`src/hdl/cmag_pkg.sv`:
```
// shared widths, types and register codes for the complex magnitude block
`default_nettype none

package cmag_pkg;

   // width of each part of the complex word on the ports
   localparam int FIELD_WIDTH = 25;
   // number of input bits that are significant
   localparam int INPUT_WIDTH = 25;
   // operand width actually used
   localparam int OP_WIDTH = (INPUT_WIDTH < FIELD_WIDTH) ? INPUT_WIDTH : FIELD_WIDTH;

   // sum of squares, one root bit per cell
   localparam int SQ_WIDTH     = 2 * OP_WIDTH;
   localparam int CELL_COUNT   = OP_WIDTH;
   localparam int ROOT_WIDTH   = OP_WIDTH;
   localparam int REM_WIDTH    = ROOT_WIDTH + 2;
   localparam int APPROX_WIDTH = OP_WIDTH + 1;

   // shifts of the minimum in the approximate form
   localparam int MIN_SHIFT_A = 2;
   localparam int MIN_SHIFT_B = 3;

   // pipeline depth: front stages, root cells, output register
   localparam int FRONT_STAGES = 3;
   localparam int LATENCY      = FRONT_STAGES + CELL_COUNT + 1;

   // register port
   localparam int CSR_ADDR_WIDTH = 2;
   localparam int CSR_DATA_WIDTH = 32;

   typedef enum logic [CSR_ADDR_WIDTH-1:0] {
      CSR_APPROX_MODE = 2'd0
   } csr_addr_type;

   // word handed from cell to cell
   typedef struct packed {
      logic                    valid;
      logic                    mode;
      logic [SQ_WIDTH-1:0]     radicand;
      logic [REM_WIDTH-1:0]    rem;
      logic [ROOT_WIDTH-1:0]   root;
      logic [APPROX_WIDTH-1:0] approx;
   } cell_word_type;

endpackage

`default_nettype wire

```
`src/hdl/cmag_front.sv`:
```
// front stages: absolute values, squares, sum and approximate magnitude
`default_nettype none

module cmag_front (
   input  wire logic                               clock,
   input  wire logic                               reset,
   input  wire logic                               accept,
   input  wire logic                               mode,
   input  wire logic [cmag_pkg::FIELD_WIDTH-1:0]   real_part,
   input  wire logic [cmag_pkg::FIELD_WIDTH-1:0]   imag_part,
   output cmag_pkg::cell_word_type                 word_out
);

   logic [cmag_pkg::OP_WIDTH-1:0]     re_raw;
   logic [cmag_pkg::OP_WIDTH-1:0]     im_raw;
   logic [cmag_pkg::OP_WIDTH-1:0]     re_abs_in;
   logic [cmag_pkg::OP_WIDTH-1:0]     im_abs_in;

   logic                              s1_valid_ff;
   logic                              s1_mode_ff;
   logic [cmag_pkg::OP_WIDTH-1:0]     re_abs_ff;
   logic [cmag_pkg::OP_WIDTH-1:0]     im_abs_ff;

   logic                              s2_valid_ff;
   logic                              s2_mode_ff;
   logic [cmag_pkg::SQ_WIDTH-1:0]     sq_re_ff;
   logic [cmag_pkg::SQ_WIDTH-1:0]     sq_im_ff;
   logic [cmag_pkg::OP_WIDTH-1:0]     hi_ff;
   logic [cmag_pkg::OP_WIDTH-1:0]     lo_ff;
   logic [cmag_pkg::SQ_WIDTH-1:0]     sq_re_in;
   logic [cmag_pkg::SQ_WIDTH-1:0]     sq_im_in;
   logic [cmag_pkg::OP_WIDTH-1:0]     hi_in;
   logic [cmag_pkg::OP_WIDTH-1:0]     lo_in;

   logic                              s3_valid_ff;
   logic                              s3_mode_ff;
   logic [cmag_pkg::SQ_WIDTH-1:0]     sum_ff;
   logic [cmag_pkg::APPROX_WIDTH-1:0] approx_ff;
   logic [cmag_pkg::SQ_WIDTH-1:0]     sum_in;
   logic [cmag_pkg::APPROX_WIDTH-1:0] approx_in;

   // keep the low bits and take the magnitude; the most negative value stays exact
   assign re_raw    = real_part[cmag_pkg::OP_WIDTH-1:0];
   assign im_raw    = imag_part[cmag_pkg::OP_WIDTH-1:0];
   assign re_abs_in = re_raw[cmag_pkg::OP_WIDTH-1]
                    ? (~re_raw + cmag_pkg::OP_WIDTH'(1)) : re_raw;
   assign im_abs_in = im_raw[cmag_pkg::OP_WIDTH-1]
                    ? (~im_raw + cmag_pkg::OP_WIDTH'(1)) : im_raw;

   // stage one: absolute values
   always_ff @(posedge clock) begin
      if (reset) begin
         s1_valid_ff <= 1'b0;
      end else begin
         s1_valid_ff <= accept;
      end
      s1_mode_ff <= mode;
      re_abs_ff  <= re_abs_in;
      im_abs_ff  <= im_abs_in;
   end

   // squares and ordering of the two magnitudes
   assign sq_re_in = cmag_pkg::SQ_WIDTH'(re_abs_ff) * cmag_pkg::SQ_WIDTH'(re_abs_ff);
   assign sq_im_in = cmag_pkg::SQ_WIDTH'(im_abs_ff) * cmag_pkg::SQ_WIDTH'(im_abs_ff);
   assign hi_in    = (re_abs_ff > im_abs_ff) ? re_abs_ff : im_abs_ff;
   assign lo_in    = (re_abs_ff > im_abs_ff) ? im_abs_ff : re_abs_ff;

   // stage two: squares
   always_ff @(posedge clock) begin
      if (reset) begin
         s2_valid_ff <= 1'b0;
      end else begin
         s2_valid_ff <= s1_valid_ff;
      end
      s2_mode_ff <= s1_mode_ff;
      sq_re_ff   <= sq_re_in;
      sq_im_ff   <= sq_im_in;
      hi_ff      <= hi_in;
      lo_ff      <= lo_in;
   end

   // sum of squares and max plus three eighths of min
   assign sum_in    = sq_re_ff + sq_im_ff;
   assign approx_in = cmag_pkg::APPROX_WIDTH'(hi_ff)
                    + cmag_pkg::APPROX_WIDTH'(lo_ff >> cmag_pkg::MIN_SHIFT_A)
                    + cmag_pkg::APPROX_WIDTH'(lo_ff >> cmag_pkg::MIN_SHIFT_B);

   // stage three: radicand ready for the root cells
   always_ff @(posedge clock) begin
      if (reset) begin
         s3_valid_ff <= 1'b0;
      end else begin
         s3_valid_ff <= s2_valid_ff;
      end
      s3_mode_ff <= s2_mode_ff;
      sum_ff     <= sum_in;
      approx_ff  <= approx_in;
   end

   // word into the first cell, root and remainder start at zero
   always_comb begin
      word_out          = '0;
      word_out.valid    = s3_valid_ff;
      word_out.mode     = s3_mode_ff;
      word_out.radicand = sum_ff;
      word_out.approx   = approx_ff;
   end

endmodule

`default_nettype wire

```
`config.mk`:
```
export PLATFORM = sky130hd
export DESIGN_NAME = cmag_front
export DESIGN_NICKNAME = d
export VERILOG_FILES = /design/src/hdl/cmag_pkg.sv /design/src/hdl/cmag_front.sv
export SDC_FILE = /design/constraint.sdc
export NUM_CORES = 2
export LEC_CHECK = 0
export BUFFER_PORTS_ARGS = -buffer_cell sky130_fd_sc_hd__buf_2
export CAP_MARGIN = 20
export CELL_PAD_IN_SITES_DETAIL_PLACEMENT = 1
export CELL_PAD_IN_SITES_GLOBAL_PLACEMENT = 1
export CORE_MARGIN = 2
export CORE_UTILIZATION = 47
export CTS_BUF_LIST = sky130_fd_sc_hd__clkbuf_8
export CTS_CLUSTER_SIZE = 10
export DETAILED_ROUTE_END_ITERATION = 6
export PLACE_DENSITY_LB_ADDON = 0.12
export SLEW_MARGIN = 30
export SYNTH_ARGS = -nofsm -noshare
export SYNTH_HDL_FRONTEND = slang
export SYNTH_SLANG_ARGS = --single-unit
```
`constraint.sdc`:
```
create_clock -name clock -period 7.4 [get_ports clock]
set_input_delay 0.37 -clock clock [delete_from_list [all_inputs] [get_ports clock]]
set_output_delay 0.37 -clock clock [all_outputs]
set_load 0.1 [all_outputs]
```
==> results.sh <==
export IMPL_die_h_um=322.3
export IMPL_path_class="reg2reg"
export IMPL_synth_edff_count=0
export IMPL_syn_inst=5137
export IMPL_clk_latency_ns=0.76
export IMPL_fin_ws_ns=0.2086
export IMPL_synth_ff_type="dfxtp_1"
export IMPL_period_minus_slack_ns=7.191
export IMPL_endpoint="sq_im_ff[39]"
export IMPL_drt_pass1_iter_count=5
export IMPL_syn_area_mm2=0.04761
export IMPL_avgSynthCellArea_um2=9.268
export IMPL_die_area_mm2=0.1039
export IMPL_vias=34870
export IMPL_yosys_register_bits=278
export IMPL_holdWs_ns=0.08995
export IMPL_hold_violations=0
export IMPL_slew_viol_final=0
export IMPL_rows=116
export IMPL_outcome="finished clean"
export IMPL_detail_route_antenna_nets=0
export IMPL_reg2reg_from="im_abs_ff[1]"
export IMPL_numCtsBuffers=54
export IMPL_grt_start_max_net_pins=29
export IMPL_cts_sinks=278
export IMPL_gp_congestion=0.9025
export IMPL_dp_hpwl_um=121600
export IMPL_synth_common_cells="inv_1 (1381), fa_1 (955), ha_1 (470)"
export IMPL_critPathMaxFanout=21
export IMPL_min_delay_path_class="in2reg"
export IMPL_synth_most_common_cell="inv_1"
export IMPL_grt_overflow=0
export IMPL_critPathArrivalTime_ns=7.77
export IMPL_synthDistinctLibCells=87
export IMPL_start_kind="register"
export IMPL_period_share_pct=97.18
export IMPL_layout_nets=6861
export IMPL_vias_per_cell=5.138
export IMPL_yosysTopAreaCell="fa_1"
export IMPL_ys_warn_count=0
export IMPL_tightest_slew_ns=0.9628
export IMPL_drive_gt1_share_pct=9.067
export IMPL_portBuffers=131
export IMPL_max_freq_ghz=0.1391
export IMPL_dr_first_iter_drc_count=1661
export IMPL_dpl_worst_slack_ns=-0.06393
export IMPL_clkTransAtPathRegs_ns=0.07
export IMPL_ys_seq_area_share_pct=11.69
export IMPL_root_buffer="clkbuf_8"
export IMPL_rsz0062_at_grt="true"
export IMPL_r2r_end="sq_im_ff[39]"
export IMPL_antenna_found_initial=4
export IMPL_synthArstFlopShare_pct=0
export IMPL_avgRoutedWirePerCell_um=21.13
export IMPL_io_pins=184
export IMPL_grt_pass1_wl_um=225700
export IMPL_finalClockSkew_ns=0.06431
export IMPL_reg2regPathDepth=24
export IMPL_required_ns=7.98
export IMPL_core_mm2=0.1003
export IMPL_wirelength_um=143400
export IMPL_drc=0
export IMPL_synthTopCellsByArea="fa_1 (40%), ha_1 (12%), dfxtp_1 (12%)"
export IMPL_gr_usage_all_layers_pct=28.72
export IMPL_finalSetupViolations=0
export IMPL_grt_pass1_vias=39470
export IMPL_maxSlewHeadroom_pct=35.13
export IMPL_htreeDepth=2
export IMPL_die_x_um=322.3
export IMPL_cts_max_path_buffers=3
export IMPL_synth_top_area_share_pct=40.16
export IMPL_drv_cap=0
export IMPL_critical_path_endpoint_type="register"
export IMPL_cts_tree="yes"
export IMPL_fillCellCount=11590
export IMPL_syn_to_final_growth_pct=10.39
export IMPL_r2r_setup_slack_ns=0.21
export IMPL_start_util_pct=47.47
export IMPL_worstSetupStartpoint="im_abs_ff[1]"
-- cell usage in the layout (no fill, tap or decap), types with 111 or more instances in the layout --
master   count
inv_1     1384
nor2_1     251
a21oi_1    141
fa_1       955
and2_1     136
buf_2      131
xnor2_1    154
ha_1       469
dfxtp_1    261
a21o_1     111
buf_4      134
nand2_1    420
-- how the worst min path moves through the flow --
| stage | startpoint | to | slack [ns] | depth (start not counted) |
|---|---|---|---|---|
| final | real_part[5] | re_abs_ff[5] | 0.09 | 2 |
| after global routing | real_part[4] | re_abs_ff[4] | 0.06 | 2 |
| after CTS | real_part[4] | re_abs_ff[4] | 0.02 | 2 |
| after detailed placement | s2_mode_ff | s3_mode_ff | 0.31 | 0 |
| after global placement | s2_mode_ff | s3_mode_ff | 0.31 | 0 |
| after floorplan | s1_mode_ff | s2_mode_ff | 0.31 | 0 |
-- per-stage QoR --
step | TNS, ns | cell area, µm² | cells | util [%]
floorplan | 0 | 47800 | 5188 | -
finish | 0 | 52550 | 6786 | 52.40
CTS | 0 | 52240 | 6774 | 52.09
global placement | 0 | 50330 | 6612 | 50.18
detailed placement | -0.07875 | 50330 | 6612 | 50.18
global route | -0.1251 | 52550 | 6785 | 52.40
-- state kept, by name, indices dropped and copies added (netlist names) --
name,flops
hi_ff,25
lo_ff,23
sq_im_ff,49
s3_valid_ff,1
s2_valid_ff,1
s2_mode_ff,1
approx_ff,26
s1_mode_ff,1
re_abs_ff,25
im_abs_ff,25
sq_re_ff,49
sum_ff,50
s1_valid_ff,1
s3_mode_ff,1
-- critical path, stage by stage (launching register included) --
cell	delay [ns]
dfxtp_1	0.35
buf_6	0.26
nand2_1	0.12
fa_1	0.52
inv_1	0.10
fa_1	0.57
inv_1	0.06
fa_1	0.52
fa_1	0.52
inv_1	0.05
fa_1	0.47
fa_1	0.55
inv_1	0.06
fa_1	0.47
inv_1	0.04
ha_2	0.39
o21ai_0	0.13
o21bai_2	0.22
o211ai_1	0.18
a211o_1	0.35
o211a_4	0.28
o31ai_1	0.25
o21ai_1	0.16
o31a_1	0.27
xnor2_1	0.12
-- layout make-up --
cell class | instances | area (µm²) | share of cell area [%]
antenna | 3 | 7.507 | 0.01428
tap | 1357 | 1698 | 3.231
timing repair buffer | 346 | 2576 | 4.902
clock buffer | 66 | 908.4 | 1.728
inverter | 1391 | 5236 | 9.964
clock inverter | 34 | 377.9 | 0.7190
sequential | 278 | 5587 | 10.63
multi-input combinational | 3311 | 36160 | 68.81
-- cells by family after synthesis --
| group | Yosys count | synth area share (%) |
|---|---|---|
| AO/OA/AOI/OAI | 537 | 7.685 |
| XOR/XNOR | 214 | 3.937 |
| adder cells (fa/ha/maj) | 1425 | 52.51 |
| buffers and inverters | 1599 | 13.08 |
| flip-flops | 278 | 11.69 |
| multiplexers | 52 | 1.154 |
| other | 1 | 0.007877 |
| AND/OR/NAND/NOR | 1031 | 9.937 |
-- routing by layer --
metal	vias up	wire [µm]	GRT usage, %
met1	17970	61720	37.52
met5	-	0	0
met4	0	5492	9.190
li1	15860	-	-
met3	236	6217	3.422
met2	802	69950	49.72
-- timing repair --
action                     in CTS  in global routing
setup endpoints to repair       4                 33
hold buffers                   61                  0
buffers inserted                1                  9
hold endpoints to repair       51                  0
gates resized for setup         1                 73
pin swaps                       1                  4
Power is not shown: default switching activity piles up to over one toggle a cycle in this logic, so the estimate is an artifact.
