<file path="src/hdl/cmag_pkg.sv">
// shared widths, types and register codes for the complex magnitude block
`default_nettype none

package cmag_pkg;

   // width of each part of the complex word on the ports
   localparam int FIELD_WIDTH = 25;
   // number of input bits that are significant
   localparam int INPUT_WIDTH = 25;
   // operand width actually used
   localparam int OP_WIDTH = (INPUT_WIDTH < FIELD_WIDTH) ? INPUT_WIDTH : FIELD_WIDTH;

   // sum of squares, one root bit per cell
   localparam int SQ_WIDTH     = 2 * OP_WIDTH;
   localparam int CELL_COUNT   = OP_WIDTH;
   localparam int ROOT_WIDTH   = OP_WIDTH;
   localparam int REM_WIDTH    = ROOT_WIDTH + 2;
   localparam int APPROX_WIDTH = OP_WIDTH + 1;

   // shifts of the minimum in the approximate form
   localparam int MIN_SHIFT_A = 2;
   localparam int MIN_SHIFT_B = 3;

   // pipeline depth: front stages, root cells, output register
   localparam int FRONT_STAGES = 3;
   localparam int LATENCY      = FRONT_STAGES + CELL_COUNT + 1;

   // register port
   localparam int CSR_ADDR_WIDTH = 2;
   localparam int CSR_DATA_WIDTH = 32;

   typedef enum logic [CSR_ADDR_WIDTH-1:0] {
      CSR_APPROX_MODE = 2'd0
   } csr_addr_type;

   // word handed from cell to cell
   typedef struct packed {
      logic                    valid;
      logic                    mode;
      logic [SQ_WIDTH-1:0]     radicand;
      logic [REM_WIDTH-1:0]    rem;
      logic [ROOT_WIDTH-1:0]   root;
      logic [APPROX_WIDTH-1:0] approx;
   } cell_word_type;

endpackage

`default_nettype wire

</file>
<file path="src/hdl/cmag_cell.sv">
// one root cell: settles one bit of the integer square root
`default_nettype none

module cmag_cell (
   input  wire logic                    clock,
   input  wire logic                    reset,
   input  wire cmag_pkg::cell_word_type word_in,
   output cmag_pkg::cell_word_type      word_out
);

   logic [cmag_pkg::REM_WIDTH-1:0]    rem_shift;
   logic [cmag_pkg::REM_WIDTH-1:0]    trial;
   logic                              take;

   logic                              valid_ff;
   logic                              mode_ff;
   logic [cmag_pkg::SQ_WIDTH-1:0]     radicand_ff;
   logic [cmag_pkg::REM_WIDTH-1:0]    rem_ff;
   logic [cmag_pkg::ROOT_WIDTH-1:0]   root_ff;
   logic [cmag_pkg::APPROX_WIDTH-1:0] approx_ff;

   logic [cmag_pkg::SQ_WIDTH-1:0]     radicand_in;
   logic [cmag_pkg::REM_WIDTH-1:0]    rem_in;
   logic [cmag_pkg::ROOT_WIDTH-1:0]   root_in;

   // bring down the next two radicand bits and try root*4+1
   assign rem_shift = {word_in.rem[cmag_pkg::REM_WIDTH-3:0],
                       word_in.radicand[cmag_pkg::SQ_WIDTH-1 -: 2]};
   assign trial     = {word_in.root, 2'b01};
   assign take      = (rem_shift >= trial);

   assign rem_in      = take ? (rem_shift - trial) : rem_shift;
   assign root_in     = {word_in.root[cmag_pkg::ROOT_WIDTH-2:0], take};
   assign radicand_in = {word_in.radicand[cmag_pkg::SQ_WIDTH-3:0], 2'b00};

   // cell register
   always_ff @(posedge clock) begin
      if (reset) begin
         valid_ff <= 1'b0;
      end else begin
         valid_ff <= word_in.valid;
      end
      mode_ff     <= word_in.mode;
      radicand_ff <= radicand_in;
      rem_ff      <= rem_in;
      root_ff     <= root_in;
      approx_ff   <= word_in.approx;
   end

   // hand on to the next cell
   always_comb begin
      word_out.valid    = valid_ff;
      word_out.mode     = mode_ff;
      word_out.radicand = radicand_ff;
      word_out.rem      = rem_ff;
      word_out.root     = root_ff;
      word_out.approx   = approx_ff;
   end

endmodule

`default_nettype wire

</file>
<file path="config.mk">
export PLATFORM = sky130hd
export DESIGN_NAME = cmag_cell
export DESIGN_NICKNAME = d
export VERILOG_FILES = /design/src/hdl/cmag_pkg.sv /design/src/hdl/cmag_cell.sv
export SDC_FILE = /design/constraint.sdc
export NUM_CORES = 1
export LEC_CHECK = 0
export BUFFER_PORTS_ARGS = -buffer_cell sky130_fd_sc_hd__buf_2
export CORE_ASPECT_RATIO = 0.7
export CORE_MARGIN = 4
export CORE_UTILIZATION = 35
export CTS_BUF_LIST = sky130_fd_sc_hd__clkbuf_8 sky130_fd_sc_hd__clkbuf_16
export DETAILED_ROUTE_END_ITERATION = 10
export HOLD_SLACK_MARGIN = 0.15
export PLACE_DENSITY_LB_ADDON = 0.3
export SLEW_MARGIN = 10
export SYNTH_ARGS = -nofsm -noshare
export SYNTH_HDL_FRONTEND = slang
export SYNTH_SLANG_ARGS = --single-unit
export TNS_END_PERCENT = 20
</file>
<file path="constraint.sdc">
create_clock -name clock -period 3.3 [get_ports clock]
set_clock_uncertainty 0.05 [all_clocks]
set_input_delay 0.165 -clock clock [delete_from_list [all_inputs] [get_ports clock]]
set_output_delay 0.165 -clock clock [all_outputs]
set_load 0.03 [all_outputs]
</file>
==> flow_summary.ini, run 1 <==
[status]
outcome = completed

[setup_path]
cp_max_fo = 21
crit_required_ps = 3570
arrival_ps = 3390
end_kind = flop
cp-start-kind = input pin
crit_type = in -> reg

[logic_synthesis]
yosysUniqueCellTypes = 49
ys_warn_count = 0
synth-seq-area-share = 0.5957
avgSynthCellArea_um2 = 10.75
ys_async_sr_fraction = 0
ys_ff_latch = 128
synth_edf_count = 0
syn_inst = 400
synth_area_um2 = 4302
synth_ff_type = dfxtp_1

[hold_path]
hp-class = in -> reg
worstHoldPathCells = 6
hp-start = word_in[50]
hold_end = rem_ff[23]$_DFF_P_

[pwr]
irDropWorstVdd_mv = 0.3629
power_density_nw_per_um2 = 587.3
leakage_nw = 3.781

[floorplanning]
die_h_um = 100.8
rows = 33
core_um2 = 11850
start_util = 0.3630
die-area_um2 = 14160
dieWidth_um = 140.5
io_pins = 262

[detailed_routing]
drc = 0
drt_iter0_markers = 120
totalWireLength_um = 15700
drtAntennaViolNets = 0
vias = 4272
vias_per_cell = 4.418
dr.pass1.iters = 5
avgRoutedWirePerCell_um = 16.23

[layout]
stdcell_area_um2 = 7596
fin_nets = 956
final_common_cell = buf_2
antennaDiodeCount = 0
drive_above_1_share = 0.3728
mostFrequentLayoutCells = 257 x buf_2, 128 x dfxtp_1, 128 x dlygate4sd3_1, 41 x nand2_1, 34 x inv_1
syn_to_final_growth_pct = 76.59
fillers = 922
finalNonFillerCells = 967

[timing]
setup_viol_count_final = 0
hold_violations = 0
layout_setup_ws_ps = 175.1
worst_pin_slew_ps = 612.4
timing.final.crit_share = 0.9470
rsz0062_at_grt = no
min_period_ps = 3125
tns_ps = 0
fmax_ghz = 0.3200
slew_violations = 0
slew_headroom = 0.5907

[placed_design]
pre_cts_ws_ps = 293.1
portBuffers = 257
place_congestion = 0.9162
placed_cell_area_um2 = 5743
dpl.hpwl_um = 10790
dp_cells = 807

[global_route]
grt_most_used_layer = met2
antenna_found_initial = 0
gr-usage-met2 = 0.3886
grt_use_total = 0.2183
grt_first_pass_wirelength_um = 23980
grt_max_degree = 23
gr-total-overflow = 0
first_global_vias = 4531
use_met3 = 0.07397
use_met1 = 0.2401

[clocking]
clkTransAtPathRegs_ps = 60
cts_tree = built
cts-root-buf = clkbuf_16
numCtsBuffers = 17
numClockSinks = 128
cts_setup_buffers = 0
clk_path_buf_depth = 2
htreeDepth = 4

[flow_run]
max_cap_viol_count = 0
-- how the worst max path moves through the flow --
stage                               to  slack [ps]  depth (start not counted)        start
floorplan            rem_ff[4]$_DFF_P_         670                         12  word_in[45]
global placement    rem_ff[22]$_DFF_P_         340                         12  word_in[39]
detailed placement  rem_ff[10]$_DFF_P_         290                         11  word_in[39]
CTS                 rem_ff[10]$_DFF_P_         150                         12  word_in[39]
global route        rem_ff[19]$_DFF_P_          30                         13  word_in[45]
finish              rem_ff[10]$_DFF_P_         180                         12  word_in[45]
-- power breakdown --
group          switching [mW]  internal, mW
Combinational           0.583         0.390
Clock                   0.787         0.998
Sequential             0.0317          1.67
-- cells by family after synthesis --
logic type,Yosys count,share of synthesized area
multiplexers,2,0.005816
other,1,0.0008718
adder cells (fa/ha/maj),27,0.07853
XOR/XNOR,23,0.04683
flip-flops,128,0.5957
buffers and inverters,47,0.04915
AO/OA/AOI/OAI,92,0.1329
AND/OR/NAND/NOR,80,0.09017
-- area by class of cell --
class / instances / area [um^2] / share of cell area
clock inverter: 15 / 142.6 / 0.01878
clock buffer: 17 / 425.4 / 0.05600
sequential: 128 / 2562 / 0.3373
multi-input combinational: 226 / 1536 / 0.2023
tap: 157 / 196.4 / 0.02586
timing repair buffer: 390 / 2605 / 0.3429
inverter: 34 / 127.6 / 0.01680
-- state kept, by name, summed over array words and instances, names as in the netlist --
name,cells
radicand_ff,48
rem_ff,27
approx_ff,26
root_ff,25
mode_ff,1
valid_ff,1
-- worst max-delay path, cell delays in order --
cell	delay, ps
dlygate4sd3_1	540
buf_2	110
inv_1	40
ha_1	400
nand4_1	180
or3_1	430
or4_1	540
o21ai_2	180
nor2_1	70
o31a_2	250
buf_4	240
o31ai_2	240
-- Yosys cell counts, types with 2 or more instances --
master,instances,share of area
o21a_1,4,0.0070
or3_1,2,0.0029
a21oi_1,21,0.024
nor2_1,9,0.0079
clkbuf_1,3,0.0026
a21o_1,9,0.016
buf_2,3,0.0035
xor2_1,6,0.012
nor2b_1,4,0.0058
o21bai_1,3,0.0052
nand2b_1,3,0.0044
a211oi_1,2,0.0035
a21boi_0,2,0.0035
nand3_1,4,0.0047
and3_1,2,0.0029
o21ai_0,33,0.038
buf_6,2,0.0052
nand4_1,6,0.0087
o211ai_1,4,0.0070
ha_1,27,0.079
inv_1,34,0.030
buf_4,4,0.0070
xnor2_1,17,0.035
nand2_1,41,0.036
dfxtp_1,128,0.60
nor3_1,4,0.0047
-- routing by layer --
layer  share of wire  routed length (um)  vias to the layer above
li1                -                   -                     2142
met1            0.41                6387                     1939
met2            0.49                7761                      157
met3           0.067                1050                       34
met4           0.032                 497                        0
met5               0                   0                        -
-- what timing repair did --
item / in CTS / in global routing
endpoints found under the hold margin: 127 / 0
setup endpoints to repair: 0 / 6
hold buffers: 128 / 0
gates resized for setup: 0 / 2
-- per-stage QoR --
stage / utilization / power, mW / hold slack [ps]
2_1_floorplan: - / 2.293 / 142.7
3_3_place_gp: 0.4846 / 2.566 / 218.4
3_5_place_dp: 0.4846 / 2.577 / 218.7
4_1_cts: 0.6407 / 4.492 / 245.8
5_1_grt: 0.6410 / 4.649 / 294.7
6_report: 0.6410 / 4.462 / 271.4
Power figures use the tool's default switching activity.
==> run 2, diff against run 1 <==
--- a/config.mk
+++ b/config.mk
@@ -13,6 +13,7 @@
 export DETAILED_ROUTE_END_ITERATION = 10
 export HOLD_SLACK_MARGIN = 0.15
 export PLACE_DENSITY_LB_ADDON = 0.3
+export SETUP_SLACK_MARGIN = 0.5
 export SLEW_MARGIN = 10
 export SYNTH_ARGS = -nofsm -noshare
 export SYNTH_HDL_FRONTEND = slang
==> run 2 against run 1 <==
Against the previous run:
- utilization rose by 0.15 points
- worst setup slack improved by 430 ps
- first-iteration DRC count fell by 23%
- wire length fell by 1.5%
- non-clock buffer count did not move
- sequential power barely moved
- fmax rose by 16%
- design area rose by 0.23%
- hold slack got worse by 150 ps
- largest power group unchanged
- clock power barely moved
==> flow_summary.ini, run 2 (synthesis results as in run 1) <==
[setup_path]
cp_max_fo = 4
crit_type = in -> reg
cp-start-kind = input pin
cpMostUsedCell = a21oi_1
cp_slowest_cell = dlygate4sd3_1
max_stage_delay_ps = 520
crit_required_ps = 3550
crit_family = compound AO/OA/AOI/OAI gates
end_kind = flop
cp_num_buf_inv = 4
arrival_ps = 2940
crit_chain = dlygate4sd3_1 -> buf_2 -> inv_1 -> ha_1 -> a21oi_1 -> o22ai_1 -> a31oi_1 -> a21oi_1 -> a32oi_1 -> buf_4 -> o211ai_1 -> a211o_1 -> o211a_1

[timing]
tns_ps = 0
hold_violations = 0
timing.final.crit_share = 0.8169
min_period_ps = 2696
fmax_ghz = 0.3710
rsz0062_at_grt = yes
setup_viol_count_final = 0
slew_violations = 0

[floorplanning]
die_h_um = 100.8
die-area_um2 = 14160
start_util = 0.3630
core_um2 = 11850
dieWidth_um = 140.5
io_pins = 262
rows = 33

[clocking]
clk_path_buf_depth = 2
cts-root-buf = clkbuf_16
cts_tree = built
cts_setup_buffers = 0
htreeDepth = 4
clkTransAtPathRegs_ps = 60
numClockSinks = 128
numCtsBuffers = 17

[detailed_routing]
avgRoutedWirePerCell_um = 15.98
dr.pass1.iters = 4
drtAntennaViolNets = 0
drt_iter0_markers = 93
totalWireLength_um = 15460
vias = 4297
vias_per_cell = 4.444
drc = 0

[pwr]
irDropWorstVdd_mv = 0.3939
power_density_nw_per_um2 = 585.9
leakage_nw = 3.799

[layout]
syn_to_final_growth_pct = 76.99
top_regs = radicand_ff: 48 flops, rem_ff: 27 flops, approx_ff: 26 flops
fin_nets = 956
final_util = 0.6425
antennaDiodeCount = 0
top_register = radicand_ff
finalNonFillerCells = 967
drive_above_1_share = 0.3741
mostFrequentLayoutCells = 257 x buf_2, 128 x dfxtp_1, 128 x dlygate4sd3_1, 41 x nand2_1, 34 x inv_1
fillers = 941
largest_register_ffs = 48
final_common_cell = buf_2

[global_route]
gr-total-overflow = 0
grt_use_total = 0.2149
first_global_vias = 4474
grt_max_degree = 23
grt_first_pass_wirelength_um = 23690
antenna_found_initial = 1

[placed_design]
dp_cells = 807
portBuffers = 257
dpl.hpwl_um = 10790
place_congestion = 0.9162

[flow_run]
max_cap_viol_count = 0

[status]
outcome = completed

[hold_path]
hp-class = in -> reg
-- run 2: worst paths after layout --
check                   startpoint                  to  slack (ps)  depth (start not counted)
worst min-delay path  word_in[126]   rem_ff[1]$_DFF_P_         120                          4
worst max-delay path   word_in[31]  rem_ff[25]$_DFF_P_         600                         13
-- run 2: power by group --
| group | internal (mW) | switching (mW) |
|---|---|---|
| Clock | 0.998 | 0.786 |
| Sequential | 1.67 | 0.0312 |
| Combinational | 0.391 | 0.581 |
| Total | 3.06 | 1.40 |
-- run 2: routing by layer --
layer | track usage | vias to the layer above | part of all wire
li1 | - | 2150 | -
met3 | 0.06733 | 18 | 0.063
met2 | 0.3846 | 146 | 0.50
met4 | 0.06106 | 2 | 0.013
met1 | 0.2496 | 1981 | 0.42
met5 | 0 | - | 0.0013
-- run 2: through the flow --
step	total power, mW	instance area [um^2]	setup WS [ps]	hold WS (ps)
finish	4.461	7614	604.2	122.5
global route	4.656	7614	433.4	140.7
CTS	4.487	7572	507.7	-55.95
detailed placement	2.577	5743	293.1	218.7
global placement	2.566	5743	343.7	218.4
floorplan	2.293	4305	673.5	142.7
-- run 2: cell type report --
| class | instances | area (um^2) | share of cell area |
|---|---|---|---|
| clock inverters | 15 | 142.6 | 0.01873 |
| repair buffers | 390 | 2605 | 0.3422 |
| flip-flops and latches | 128 | 2562 | 0.3366 |
| clock buffers | 17 | 425.4 | 0.05588 |
| well taps | 157 | 196.4 | 0.02580 |
| inverters | 34 | 127.6 | 0.01676 |
| multi-input cells | 226 | 1554 | 0.2041 |
-- run 2: repair_timing --
item	4_1_cts	5_1_grt
endpoints found under the hold margin	127	2
setup endpoints to repair	0	19
hold buffers	126	2
resized for setup	0	4
